--- src/sgss_pkg.sv ---
package sgss_pkg;

  // gear numbering: 0 is neutral, lever order 1-N-2-3-...
  localparam logic [2:0] TOP_GEAR  = 3'd6;
  localparam logic [2:0] GEAR_N    = 3'd0;
  localparam logic [2:0] GEAR_1    = 3'd1;
  localparam logic [2:0] GEAR_2    = 3'd2;
  localparam logic [7:0] ANGLE_MAX = 8'd180;

  // last shift direction codes
  localparam logic [1:0] DIR_NONE = 2'd0;
  localparam logic [1:0] DIR_UP   = 2'd1;
  localparam logic [1:0] DIR_DOWN = 2'd2;

  // servo command codes
  localparam logic [1:0] CMD_HOLD   = 2'd0;
  localparam logic [1:0] CMD_DRIVE  = 2'd1;
  localparam logic [1:0] CMD_DETACH = 2'd2;

  // configuration register indexes
  localparam logic [2:0] CFG_UP_ANGLE     = 3'd0;
  localparam logic [2:0] CFG_DOWN_ANGLE   = 3'd1;
  localparam logic [2:0] CFG_CENTER_ANGLE = 3'd2;
  localparam logic [2:0] CFG_S2N_OFFSET   = 3'd3;
  localparam logic [2:0] CFG_BACKLASH     = 3'd4;
  localparam logic [2:0] CFG_COOLDOWN     = 3'd5;

  // configuration reset values
  localparam logic [7:0]  UP_ANGLE_RST     = 8'd120;
  localparam logic [7:0]  DOWN_ANGLE_RST   = 8'd60;
  localparam logic [7:0]  CENTER_ANGLE_RST = 8'd90;
  localparam logic [7:0]  S2N_OFFSET_RST   = 8'd13;
  localparam logic [5:0]  BACKLASH_RST     = 6'd4;
  localparam logic [15:0] COOLDOWN_RST     = 16'd1400;

  typedef struct packed {
    logic [31:0] now_ms;
    logic [2:0]  sensed_gear;
    logic        clutch_held;
    logic        up_request;
    logic        down_request;
  } item_t;

  typedef struct packed {
    logic [1:0] servo_command;
    logic [7:0] servo_angle;
    logic       goal_pending;
    logic [2:0] goal_shown;
  } result_t;

  typedef struct packed {
    logic [7:0]  up_angle;
    logic [7:0]  down_angle;
    logic [7:0]  center_angle;
    logic [7:0]  second_to_neutral_offset;
    logic [5:0]  backlash_degrees;
    logic [15:0] cooldown_ms;
  } cfg_t;

  typedef struct packed {
    logic [2:0]  goal_gear;
    logic        goal_known;
    logic        shift_allowed;
    logic        servo_released;
    logic [31:0] last_shift_ms;
    logic [1:0]  last_direction;
  } state_t;

endpackage

--- src/sgss_if.sv ---
interface sgss_in_if;
  logic        valid;
  logic        ready;
  logic [31:0] now_ms;
  logic [2:0]  sensed_gear;
  logic        clutch_held;
  logic        up_request;
  logic        down_request;

  modport source (
    output valid, now_ms, sensed_gear, clutch_held, up_request, down_request,
    input  ready
  );
  modport sink (
    input  valid, now_ms, sensed_gear, clutch_held, up_request, down_request,
    output ready
  );
endinterface

interface sgss_out_if;
  logic       valid;
  logic       ready;
  logic [1:0] servo_command;
  logic [7:0] servo_angle;
  logic       goal_pending;
  logic [2:0] goal_shown;

  modport source (
    output valid, servo_command, servo_angle, goal_pending, goal_shown,
    input  ready
  );
  modport sink (
    input  valid, servo_command, servo_angle, goal_pending, goal_shown,
    output ready
  );
endinterface

interface sgss_cfg_if;
  logic        valid;
  logic        ready;
  logic [2:0]  index;
  logic [15:0] data;

  modport source (
    output valid, index, data,
    input  ready
  );
  modport sink (
    input  valid, index, data,
    output ready
  );
endinterface

--- src/sequential_gear_shift_servo_control_top.sv ---
// sequential gear shift servo controller
//
// in_i carries one control tick per item: timestamp, sensed gear, clutch
// and the up/down buttons. out_o returns exactly one item per tick with the
// servo command, angle and goal gear for display. cfg_i writes the six
// setup registers (angles, backlash, cooldown) by index; it is always ready
// and is meant to be used only while no tick is in flight. writes to
// unused indexes are dropped.
//
// from acceptance to out_o valid a tick passes the tick register, then
// the step logic and the result register. one tick is accepted per cycle
// unless the receiver stalls; the controller state is updated as a tick
// moves into the result register, so the next tick already sees it.
//
// reset clears the goal (taken again from the first tick's sensed gear),
// allows shifting, sets the direction to none and loads the register
// defaults. if the receiver stalls, the result holds and the tick register
// fills; in_i.ready drops only when both stages are occupied.
module sequential_gear_shift_servo_control_top (
  input logic              clk_i,
  input logic              rst_ni,
  sgss_in_if.sink          in_i,
  sgss_out_if.source       out_o,
  sgss_cfg_if.sink         cfg_i
);

  sgss_pkg::cfg_t    cfg_q;
  sgss_pkg::state_t  state_q, state_d;
  sgss_pkg::item_t   item_q;
  sgss_pkg::result_t res_d, res_q;
  logic              item_valid_q, out_valid_q;
  logic              out_free, item_adv, in_take;

  // handshake: the result register frees the tick stage
  assign out_free = !out_valid_q || out_o.ready;
  assign item_adv = item_valid_q && out_free;
  assign in_take  = in_i.valid && in_i.ready;
  assign in_i.ready  = !item_valid_q || item_adv;
  assign cfg_i.ready = 1'b1;

  // configuration registers
  always_ff @(posedge clk_i or negedge rst_ni) begin
    if (!rst_ni) begin
      cfg_q.up_angle                 <= sgss_pkg::UP_ANGLE_RST;
      cfg_q.down_angle               <= sgss_pkg::DOWN_ANGLE_RST;
      cfg_q.center_angle             <= sgss_pkg::CENTER_ANGLE_RST;
      cfg_q.second_to_neutral_offset <= sgss_pkg::S2N_OFFSET_RST;
      cfg_q.backlash_degrees         <= sgss_pkg::BACKLASH_RST;
      cfg_q.cooldown_ms              <= sgss_pkg::COOLDOWN_RST;
    end else if (cfg_i.valid) begin
      unique case (cfg_i.index)
        sgss_pkg::CFG_UP_ANGLE:     cfg_q.up_angle                 <= cfg_i.data[7:0];
        sgss_pkg::CFG_DOWN_ANGLE:   cfg_q.down_angle               <= cfg_i.data[7:0];
        sgss_pkg::CFG_CENTER_ANGLE: cfg_q.center_angle             <= cfg_i.data[7:0];
        sgss_pkg::CFG_S2N_OFFSET:   cfg_q.second_to_neutral_offset <= cfg_i.data[7:0];
        sgss_pkg::CFG_BACKLASH:     cfg_q.backlash_degrees         <= cfg_i.data[5:0];
        sgss_pkg::CFG_COOLDOWN:     cfg_q.cooldown_ms              <= cfg_i.data;
        default: ;
      endcase
    end
  end

  // tick register payload
  always_ff @(posedge clk_i) begin
    if (in_take) begin
      item_q.now_ms       <= in_i.now_ms;
      item_q.sensed_gear  <= in_i.sensed_gear;
      item_q.clutch_held  <= in_i.clutch_held;
      item_q.up_request   <= in_i.up_request;
      item_q.down_request <= in_i.down_request;
    end
  end

  // per-tick decision logic
  sgss_step u_step (
    .item_i   (item_q),
    .state_i  (state_q),
    .cfg_i    (cfg_q),
    .state_o  (state_d),
    .result_o (res_d)
  );

  // result register payload
  always_ff @(posedge clk_i) begin
    if (item_adv) begin
      res_q <= res_d;
    end
  end

  // valid flags and controller state
  always_ff @(posedge clk_i or negedge rst_ni) begin
    if (!rst_ni) begin
      item_valid_q           <= 1'b0;
      out_valid_q            <= 1'b0;
      state_q.goal_gear      <= sgss_pkg::GEAR_N;
      state_q.goal_known     <= 1'b0;
      state_q.shift_allowed  <= 1'b1;
      state_q.servo_released <= 1'b0;
      state_q.last_shift_ms  <= 32'd0;
      state_q.last_direction <= sgss_pkg::DIR_NONE;
    end else begin
      if (in_i.ready) begin
        item_valid_q <= in_i.valid;
      end
      if (out_free) begin
        out_valid_q <= item_valid_q;
      end
      if (item_adv) begin
        state_q <= state_d;
      end
    end
  end

  assign out_o.valid         = out_valid_q;
  assign out_o.servo_command = res_q.servo_command;
  assign out_o.servo_angle   = res_q.servo_angle;
  assign out_o.goal_pending  = res_q.goal_pending;
  assign out_o.goal_shown    = res_q.goal_shown;

  // goal, once taken from the sensor, is never forgotten
  a_goal_known_sticky : assert property (@(posedge clk_i) disable iff (!rst_ni)
    $past(state_q.goal_known) |-> state_q.goal_known)
    else $error("goal_known cleared after being set");

  // a detach always leaves the servo marked released
  a_detach_marks_released : assert property (@(posedge clk_i) disable iff (!rst_ni)
    (item_adv && res_d.servo_command == sgss_pkg::CMD_DETACH) |=> state_q.servo_released)
    else $error("detach issued without marking servo released");

  // a pending goal always drives the servo
  a_pending_drives : assert property (@(posedge clk_i) disable iff (!rst_ni)
    (item_adv && res_d.goal_pending) |=>
      (out_valid_q && res_q.servo_command == sgss_pkg::CMD_DRIVE))
    else $error("pending goal without a drive command");

  // angles stay inside the servo range
  a_angle_range : assert property (@(posedge clk_i) disable iff (!rst_ni)
    out_valid_q |-> (res_q.servo_angle <= sgss_pkg::ANGLE_MAX))
    else $error("servo angle above range");

  // an empty result register never blocks the input side
  a_ready_when_empty : assert property (@(posedge clk_i) disable iff (!rst_ni)
    !out_valid_q |-> in_i.ready)
    else $error("input stalled with empty result register");

endmodule

--- src/sgss_step.sv ---
module sgss_step (
  input  sgss_pkg::item_t   item_i,
  input  sgss_pkg::state_t  state_i,
  input  sgss_pkg::cfg_t    cfg_i,
  output sgss_pkg::state_t  state_o,
  output sgss_pkg::result_t result_o
);

  function automatic logic [7:0] clamp_pos(input logic [8:0] a);
    if (a > {1'b0, sgss_pkg::ANGLE_MAX}) begin
      return sgss_pkg::ANGLE_MAX;
    end
    return a[7:0];
  endfunction

  // a - b clamped to 0..180
  function automatic logic [7:0] clamp_diff(input logic [7:0] a, input logic [7:0] b);
    logic [9:0] d;
    d = {2'b00, a} - {2'b00, b};
    if (d[9]) begin
      return 8'd0;
    end
    return clamp_pos(d[8:0]);
  endfunction

  logic [2:0]  goal0, goal1;
  logic        up_ok, down_ok, shifted, allowed_mid;
  logic [31:0] last_ms1, elapsed;
  logic        expired;
  logic [1:0]  dir1;
  logic [7:0]  shift_angle, rest_angle;
  logic        released1, match;

  assign goal0 = state_i.goal_known ? state_i.goal_gear : item_i.sensed_gear;

  // up is tried first and blocks a down in the same tick
  assign up_ok = item_i.up_request && state_i.shift_allowed && item_i.clutch_held
                 && (goal0 < sgss_pkg::TOP_GEAR);
  assign allowed_mid = state_i.shift_allowed && !up_ok;
  assign down_ok = item_i.down_request && allowed_mid && item_i.clutch_held
                   && (goal0 != sgss_pkg::GEAR_N);

  always_comb begin
    goal1 = goal0;
    dir1  = state_i.last_direction;
    if (up_ok) begin
      goal1 = goal0 + 3'd1;
      dir1  = (goal1 == sgss_pkg::GEAR_1) ? sgss_pkg::DIR_DOWN : sgss_pkg::DIR_UP;
    end
    if (down_ok) begin
      goal1 = goal0 - 3'd1;
      dir1  = sgss_pkg::DIR_DOWN;
    end
  end

  assign shifted   = up_ok || down_ok;
  assign last_ms1  = shifted ? item_i.now_ms : state_i.last_shift_ms;
  assign released1 = shifted ? 1'b0 : state_i.servo_released;

  // wrapping elapsed time against a 16 bit cooldown
  assign elapsed = item_i.now_ms - last_ms1;
  assign expired = (elapsed[31:16] != 16'd0) || (elapsed[15:0] > cfg_i.cooldown_ms);

  assign match = (goal1 == item_i.sensed_gear);

  always_comb begin
    if (item_i.sensed_gear == sgss_pkg::GEAR_N && goal1 == sgss_pkg::GEAR_1) begin
      shift_angle = clamp_pos({1'b0, cfg_i.down_angle});
    end else if (item_i.sensed_gear == sgss_pkg::GEAR_1 && goal1 == sgss_pkg::GEAR_N) begin
      shift_angle = clamp_pos({1'b0, cfg_i.up_angle});
    end else if (item_i.sensed_gear == sgss_pkg::GEAR_2 && goal1 == sgss_pkg::GEAR_N) begin
      shift_angle = clamp_diff(cfg_i.down_angle, cfg_i.second_to_neutral_offset);
    end else if (goal1 > item_i.sensed_gear) begin
      shift_angle = clamp_pos({1'b0, cfg_i.up_angle});
    end else begin
      shift_angle = clamp_pos({1'b0, cfg_i.down_angle});
    end
  end

  always_comb begin
    case (dir1)
      sgss_pkg::DIR_UP:
        rest_angle = clamp_pos({1'b0, cfg_i.center_angle} + {3'b000, cfg_i.backlash_degrees});
      sgss_pkg::DIR_DOWN:
        rest_angle = clamp_diff(cfg_i.center_angle, {2'b00, cfg_i.backlash_degrees});
      default:
        rest_angle = clamp_pos({1'b0, cfg_i.center_angle});
    endcase
  end

  always_comb begin
    state_o.goal_gear      = goal1;
    state_o.goal_known     = 1'b1;
    state_o.shift_allowed  = (state_i.shift_allowed && !shifted) || expired;
    state_o.servo_released = released1;
    state_o.last_shift_ms  = last_ms1;
    state_o.last_direction = dir1;
    result_o.servo_command = sgss_pkg::CMD_HOLD;
    result_o.servo_angle   = 8'd0;
    result_o.goal_pending  = !match;
    result_o.goal_shown    = match ? 3'd0 : goal1;
    if (match) begin
      if (!released1) begin
        if (expired) begin
          result_o.servo_command = sgss_pkg::CMD_DETACH;
          state_o.servo_released = 1'b1;
        end else begin
          result_o.servo_command = sgss_pkg::CMD_DRIVE;
          result_o.servo_angle   = rest_angle;
        end
      end
    end else begin
      result_o.servo_command = sgss_pkg::CMD_DRIVE;
      result_o.servo_angle   = shift_angle;
      state_o.last_shift_ms  = item_i.now_ms;
      state_o.servo_released = 1'b0;
    end
  end

endmodule

--- src/flat_wrapper.sv ---
// flat-port wrapper written by rule: the top's interface ports become plain ports
module sequential_gear_shift_servo_control_top_flat 
  (clk_i, rst_ni, in_i_valid, in_i_now_ms, in_i_sensed_gear, in_i_clutch_held, in_i_up_request, in_i_down_request, in_i_ready, out_o_valid, out_o_servo_command, out_o_servo_angle, out_o_goal_pending, out_o_goal_shown, out_o_ready, cfg_i_valid, cfg_i_index, cfg_i_data, cfg_i_ready);
  sgss_in_if in_i_i ();
  sgss_out_if out_o_i ();
  sgss_cfg_if cfg_i_i ();
  input logic clk_i;
  input logic rst_ni;
  input wire logic [$bits(in_i_i.valid)-1:0] in_i_valid;
  input wire logic [$bits(in_i_i.now_ms)-1:0] in_i_now_ms;
  input wire logic [$bits(in_i_i.sensed_gear)-1:0] in_i_sensed_gear;
  input wire logic [$bits(in_i_i.clutch_held)-1:0] in_i_clutch_held;
  input wire logic [$bits(in_i_i.up_request)-1:0] in_i_up_request;
  input wire logic [$bits(in_i_i.down_request)-1:0] in_i_down_request;
  output wire logic [$bits(in_i_i.ready)-1:0] in_i_ready;
  output wire logic [$bits(out_o_i.valid)-1:0] out_o_valid;
  output wire logic [$bits(out_o_i.servo_command)-1:0] out_o_servo_command;
  output wire logic [$bits(out_o_i.servo_angle)-1:0] out_o_servo_angle;
  output wire logic [$bits(out_o_i.goal_pending)-1:0] out_o_goal_pending;
  output wire logic [$bits(out_o_i.goal_shown)-1:0] out_o_goal_shown;
  input wire logic [$bits(out_o_i.ready)-1:0] out_o_ready;
  input wire logic [$bits(cfg_i_i.valid)-1:0] cfg_i_valid;
  input wire logic [$bits(cfg_i_i.index)-1:0] cfg_i_index;
  input wire logic [$bits(cfg_i_i.data)-1:0] cfg_i_data;
  output wire logic [$bits(cfg_i_i.ready)-1:0] cfg_i_ready;
  assign in_i_i.valid = in_i_valid;
  assign in_i_i.now_ms = in_i_now_ms;
  assign in_i_i.sensed_gear = in_i_sensed_gear;
  assign in_i_i.clutch_held = in_i_clutch_held;
  assign in_i_i.up_request = in_i_up_request;
  assign in_i_i.down_request = in_i_down_request;
  assign in_i_ready = in_i_i.ready;
  assign out_o_valid = out_o_i.valid;
  assign out_o_servo_command = out_o_i.servo_command;
  assign out_o_servo_angle = out_o_i.servo_angle;
  assign out_o_goal_pending = out_o_i.goal_pending;
  assign out_o_goal_shown = out_o_i.goal_shown;
  assign out_o_i.ready = out_o_ready;
  assign cfg_i_i.valid = cfg_i_valid;
  assign cfg_i_i.index = cfg_i_index;
  assign cfg_i_i.data = cfg_i_data;
  assign cfg_i_ready = cfg_i_i.ready;
  sequential_gear_shift_servo_control_top u_core (.clk_i(clk_i), .rst_ni(rst_ni), .in_i(in_i_i), .out_o(out_o_i), .cfg_i(cfg_i_i));
endmodule
--- config.mk ---
export PLATFORM = sky130hd
export DESIGN_NAME = sequential_gear_shift_servo_control_top_flat
export DESIGN_NICKNAME = d
export VERILOG_FILES = /design/src/sgss_pkg.sv /design/src/sgss_if.sv /design/src/sequential_gear_shift_servo_control_top.sv /design/src/sgss_step.sv /design/src/flat_wrapper.sv
export SDC_FILE = /design/constraint.sdc
export NUM_CORES = 1
export LEC_CHECK = 0
export BUFFER_PORTS_ARGS = -buffer_cell sky130_fd_sc_hd__buf_2
export CORE_UTILIZATION = 62
export CTS_BUF_LIST = sky130_fd_sc_hd__clkbuf_4 sky130_fd_sc_hd__clkbuf_8
export DETAILED_ROUTE_END_ITERATION = 16
export PLACE_DENSITY_LB_ADDON = 0.25
export SETUP_SLACK_MARGIN = 0.02
export SLEW_MARGIN = 40
export SYNTH_ARGS = -nofsm -noshare
export SYNTH_HDL_FRONTEND = slang
export SYNTH_SLANG_ARGS = --single-unit
--- constraint.sdc ---
create_clock -name clk_i -period 13.65 [get_ports clk_i]
set_clock_uncertainty 0.15 [all_clocks]
set_input_delay 1.365 -clock clk_i [delete_from_list [all_inputs] [get_ports clk_i]]
set_output_delay 1.365 -clock clk_i [all_outputs]
set_load 0.005 [all_outputs]
; ---- Yosys cells after proc, flatten, opt, wreduce, memory -nomap -nowiden
; Cells that the tools add are included.
[op_classes]
addsub = 6
n_lt_le_gt_ge = 9
eq_ne = 12
n_mux = 70
n_bitwise = 1
n_reduce_logical = 36
[ops]
columns = operator, n
row1 = $mux W8, 24
row2 = $mux W32, 2
row3 = $mux W1, 35
row4 = $sub A32 B32 Y32, 1
row5 = $gt A9 B8 Y1 const B, 3
row6 = $gt A8 B8 Y1 const B, 3
row7 = $gt A16 B16 Y1, 1
row8 = $pmux W8 S2, 1
row9 = $reduce_bool A16 Y1, 1
row10 = $logic_and A1 B1 Y1, 13
row11 = $eq A3 B1 Y1 const B, 4
row12 = $reduce_and A2 Y1, 6
row13 = $add A8 B6 Y9, 1
row14 = $eq A3 B2 Y1 const B, 3
row15 = $logic_not A3 Y1, 3
row16 = $mux W3, 3
row17 = $mux W9, 1
row18 = $sub A8 B6 Y9, 1
row19 = $sub A8 B8 Y9, 1
row20 = $mux W2, 4
row21 = $eq A3 B3 Y1 const B, 2
row22 = $logic_not A1 Y1, 5
row23 = $logic_or A1 B1 Y1, 5
row24 = $reduce_or A2 Y1, 2
row25 = other kinds (9), 9
[totals]
reg_bits = 148
in_bits = 62
out_inout_bits = 17
wordCells = 158

; ---- Longest topological paths before layout
[logic_depth]
ltp_word = 24
mapped_depth = 31
depth_no_buf = 28

; ---- Hierarchy
; From an unflattened synthesis, not the netlist that was laid out.
[unflattened]
hier_cells = 1125
hier_area_um2 = 10826.6
[by_module_without_submodules]
columns = module, instances, cells_per_inst, area_each_um2, seq_area_each_um2
row1 = sgss_step, 1, 859, 5561.6, 0.0
row2 = sequential_gear_shift_servo_control_top, 1, 266, 5265.0, 3992.6

; ---- Least setup slack after synthesis
; No wires, ideal clock.
[synth_timing]
path_kind = register to register
startpoint = reg u_core.state_q[36] in the netlist's numbering
endpoint = reg u_core.res_q, in the netlist u_core.out_o.servo_command[1] (data pin)
setup_time_ns = 0.254
t_arrival_ns = 6.197
t_required_ns = 13.246
slack_ns = 7.049
stages_incl_launch_ff = 31
path_buffers = 3
cell_sequence = dfrtp_1 -> buf_2 -> mux2i_1 -> ha_1 -> a21oi_1 -> nor2_1 -> buf_2 -> buf_1 -> o21ai_0 -> ha_1 -> fa_1 -> nor2_1 -> o41ai_2 -> maj3_1 -> a211oi_1 -> nor3_2 -> nand2_1 -> a21oi_1 -> xnor2_1 -> ha_1 -> nand4_1 -> nor2_1 -> nand4_1 -> o31a_1 -> a211oi_1 -> nand4_1 -> a2111oi_4 -> nand4b_1 -> nor4b_4 -> and2_1 -> nor2b_1
[synth_via]
elab_chain_cells = 14
[synth_rtl]
columns = item, line
row1 = start: declaration, sequential_gear_shift_servo_control_top.sv:28  ; sgss_pkg::state_t state_q, state_d;
row2 = start signal: assignment, sequential_gear_shift_servo_control_top.sv:109  ; state_q <= state_d;
row3 = $mux W3 (*), sgss_step.sv:34  ; assign goal0 = state_i.goal_known ? state_i.goal_gear : item_i.sensed_gear;
row4 = $lt A3 B3 Y1, sgss_step.sv:38  ; && (goal0 < sgss_pkg::TOP_GEAR);
row5 = $logic_and A1 B1 Y1, sgss_step.sv:38
row6 = $logic_not A1 Y1, sgss_step.sv:39  ; assign allowed_mid = state_i.shift_allowed && !up_ok;
row7 = $logic_and A1 B1 Y1, sgss_step.sv:39
row8 = $logic_and A1 B1 Y1 (2 in a row), sgss_step.sv:40  ; assign down_ok = item_i.down_request && allowed_mid && item_i.clutch_held
row9 = $logic_and A1 B1 Y1, sgss_step.sv:41  ; && (goal0 != sgss_pkg::GEAR_N);
row10 = $logic_or A1 B1 Y1, sgss_step.sv:56  ; assign shifted = up_ok || down_ok;
row11 = $mux W32, sgss_step.sv:57  ; assign last_ms1 = shifted ? item_i.now_ms : state_i.last_shift_ms;
row12 = $sub A32 B32 Y32, sgss_step.sv:61  ; assign elapsed = item_i.now_ms - last_ms1;
row13 = $gt A16 B16 Y1 or $reduce_bool A16 Y1 (tied branches), sgss_step.sv:62  ; assign expired = (elapsed[31:16] != 16'd0) || (elapsed[15:0] > cfg_i.cooldown_ms);
row14 = $logic_or A1 B1 Y1, sgss_step.sv:62
row15 = $mux W2, sgss_step.sv:104  ; if (expired) begin
row16 = end signal: assignment, sequential_gear_shift_servo_control_top.sv:86  ; res_q <= res_d;
row17 = end: declaration, sequential_gear_shift_servo_control_top.sv:30  ; sgss_pkg::result_t res_d, res_q;
; Mark *: on every way between the ends. The rest lies on a longest branch, timed or not.
; A chain may end at the register's enable or synchronous reset.

==> metrics.yaml <==
floorplan:
  die_w_um: 131
  core_area_mm2: 0.0160
  start_util: 0.641
  die_h_um: 131
  num_io_pins: 79
  num_rows: 46
  dieArea_mm2: 0.0171
power_and_ir_drop:
  p_per_area_mw_per_mm2: 218
  power.total_mw: 2.46
  power_leakage_nw: 4.78
  vdd_drop_max_mv: 0.112
timing:
  setup_violations: 0
  hold_viol_final: 0
  period_needed_ns: 7.39
  max_clock_freq_mhz: 135
  tightest_slew_ns: 0.787
  fin_ws_ns: 6.26
  rsz0062_at_grt: "false"
  relSlewSlack: 0.474
  min_period_over_period: 0.541
  setup_tns_ns: 0
  maxSlewViolCount: 0
finish:
  finalNonFillerCells: 1350
  diodes: 0
  fillers: 1256
  seqCellArea_mm2: 0.00399
  layout-drive-gt1-share: 0.208
  layout.nets: 1258
  final_util: 0.707
  area_delta_synth_final_pct: 10.3
  multi_input_area_mm2: 0.00590
global_routing:
  grt_pass1_vias: 8155
  antenna_found_initial: 0
  grt_overflow_total: 0
  grt_max_degree: 63
  grt_use_total: 0.315
  grt_pass1_wl_um: 40900
setup_path:
  worstPathRequired_ns: 13.81
  cpPeakStageDelay_ns: 0.52
  slowest_stage: "dfrtp_1"
  crit_type: "reg -> reg"
  crit_fanout: 20
  arrival_ns: 7.54
  end_kind: "flip-flop"
  cp-start-kind: "flip-flop"
synthesis:
  yosys.area_share.xor_xnor: 0.0299
  ys_warn_count: 0
  synth-adder-area-share: 0.0965
  yosysTopAreaCell: "dfrtp_1"
  synthTopCellsByCount: "nand2_1, a21oi_1, dfrtp_1, mux2_2"
  ys_async_sr_fraction: 0.649
  synth.most_common_cell: "nand2_1"
  synth_top_cell_area_share: 0.178
  syn_inst: 1051
  syn_avg_cell_area_um2: 9.76
  synth_seq_cells: 148
  synth_edf_count: 52
  seq_area_frac_synth: 0.389
  ys.flop_type: "dfrtp_1"
  synth_simple_gate_area_frac: 0.149
  synth.area.mux_share: 0.114
  ys_top_cells_by_area: "dfrtp_1, edfxtp_1, ha_1, mux2_2, dfstp_2"
  synth_top_family_by_area: "compound AO/OA/AOI/OAI gates"
  syn_area_mm2: 0.0103
  synth_cell_type_count: 82
  synth_compound_area_frac: 0.182
  syn_nets: 1188
drt:
  ant_nets: 0
  drtIter0Drc: 654
  drt-total-wl_um: 25300
  drt-wirelength-per-cell_um: 18.8
  dr_total_vias: 8474
  vias_per_cell: 6.28
  first_pass_iters: 5
  drc: 0
cts:
  cts_max_level: 4
  hold_buffers: 0
  cts_tree: "built"
  post_cts_resized: 0
  cts_setup_buffers: 0
  path_clk_slew_ns: 0.08
  cts_root_buffer: "clkbuf_8"
  cts_buffers: 17
  clk_path_buf_depth: 2
  clock_latency_ns: 0.46
  cts.sinks: 148
outcome:
  status: "complete, no violations"
placement:
  dp_cells: 1318
  dp_hpwl_um: 19600
  gp_congestion: 0.964
  port_buffers: 77
  pre_cts_slack_ns: 6.42
run:
  max_cap_viol_count: 0
worst_hold_path:
  min_path_type: "reg -> reg"
worst paths after layout:
| kind | start | end | slack [ns] | depth (start not counted) |
|---|---|---|---|---|
| max in group asynchronous | rst_ni | u_core.cfg_q[33] | 11.71 | 2 |
| min reg2reg | u_core.item_valid_q | u_core.out_o.valid | 0.34 | 1 |
| min | u_core.item_valid_q | u_core.out_o.valid | 0.34 | 1 |
| max | u_core.state_q[36] | u_core.out_o.servo_angle[5] | 6.26 | 29 |
| max reg2reg | u_core.state_q[36] | u_core.out_o.servo_angle[5] | 6.26 | 29 |
| min in group asynchronous | rst_ni | u_core.state_q[39] | 0.70 | 1 |
routing by layer:
metal / up-vias / GRT usage / wire [um] / share of wire
met5: - / 0 / 0 / 0
met4: 0 / 0.107 / 592 / 0.023
met3: 49 / 0.0509 / 1260 / 0.050
met2: 296 / 0.544 / 12500 / 0.49
met1: 4111 / 0.402 / 10900 / 0.43
li1: 4018 / - / - / -
through the flow:
step                instance area [um^2]  hold slack [ns]
floorplan                          10300            0.300
global placement                   10800            0.317
detailed placement                 10900            0.326
CTS                                11300            0.346
global route                       11300            0.363
finish                             11300            0.341
cells by family (layout without fill, tap and decap cells):
| logic type | after synthesis | count (layout) |
|---|---|---|
| and+or+nand+nor | 294 | 294 |
| AOI/OAI and AO/OA | 284 | 284 |
| DFF | 148 | 148 |
| muxes | 107 | 107 |
| buffers and inverters | 105 | 188 |
| adders and majority gates | 77 | 77 |
| xor gates and xnor gates | 35 | 35 |
| other | 1 | 1 |
cell usage in the layout (no fill, tap or decap), types with 5 or more instances in the layout:
| cell | n |
|---|---|
| and3_1 | 10 |
| nor3_1 | 9 |
| a21oi_1 | 76 |
| xnor2_1 | 20 |
| a221oi_1 | 8 |
| nand4_1 | 12 |
| nor3b_1 | 7 |
| dfstp_2 | 23 |
| nand3_1 | 21 |
| o21ai_0 | 65 |
| mux2i_1 | 33 |
| edfxtp_1 | 52 |
| mux2_2 | 73 |
| dfrtp_1 | 73 |
| o21a_1 | 5 |
| nand2_1 | 94 |
| nor2_1 | 50 |
| a31oi_1 | 6 |
| o22ai_1 | 6 |
| nand3b_1 | 6 |
| or3_1 | 6 |
| a211oi_1 | 12 |
| nor4_1 | 7 |
| o221ai_1 | 7 |
| ha_1 | 71 |
| o211ai_1 | 9 |
| clkbuf_8 | 20 |
| and2_1 | 9 |
| nor2b_1 | 18 |
| buf_4 | 5 |
| a21o_1 | 17 |
| o21ai_1 | 13 |
| inv_1 | 71 |
| xor2_1 | 15 |
| nand2b_1 | 19 |
| o2111ai_1 | 5 |
| buf_2 | 76 |
| clkbuf_4 | 5 |
| a21boi_0 | 5 |
worst max-delay path: cells and delay by family, from the launching register on:
kind	cells	cell delay, ns
simple gates	12	2.29
compound gates	9	1.78
fa+ha+maj	4	1.52
flops	1	0.52
mux	1	0.44
buf+inv	2	0.34
xor+xnor	1	0.16
final cells by class:
| class | instances | share of cell area |
|---|---|---|
| Clock buffer | 25 | 0.0277 |
| Timing Repair Buffer | 85 | 0.0416 |
| Sequential cell | 148 | 0.353 |
| Tap cell | 216 | 0.0239 |
| Clock inverter | 7 | 0.00841 |
| Multi-Input combinational cell | 798 | 0.522 |
| Inverter | 71 | 0.0236 |
where the power goes:
group | total (mW) | internal (mW) | switching (mW)
logic | 1.43 | 0.586 | 0.848
clock network | 0.353 | 0.188 | 0.165
registers | 0.675 | 0.597 | 0.0781
sequential cells by signal, indices dropped and copies added, names as in the netlist, 2 cells and up:
register	flops
u_core.out_o.servo_angle	8
u_core.item_q	38
u_core.cfg_q	54
u_core.out_o.servo_command	2
u_core.state_q	40
u_core.out_o.goal_shown	3
(Power assumes the default switching activity.)
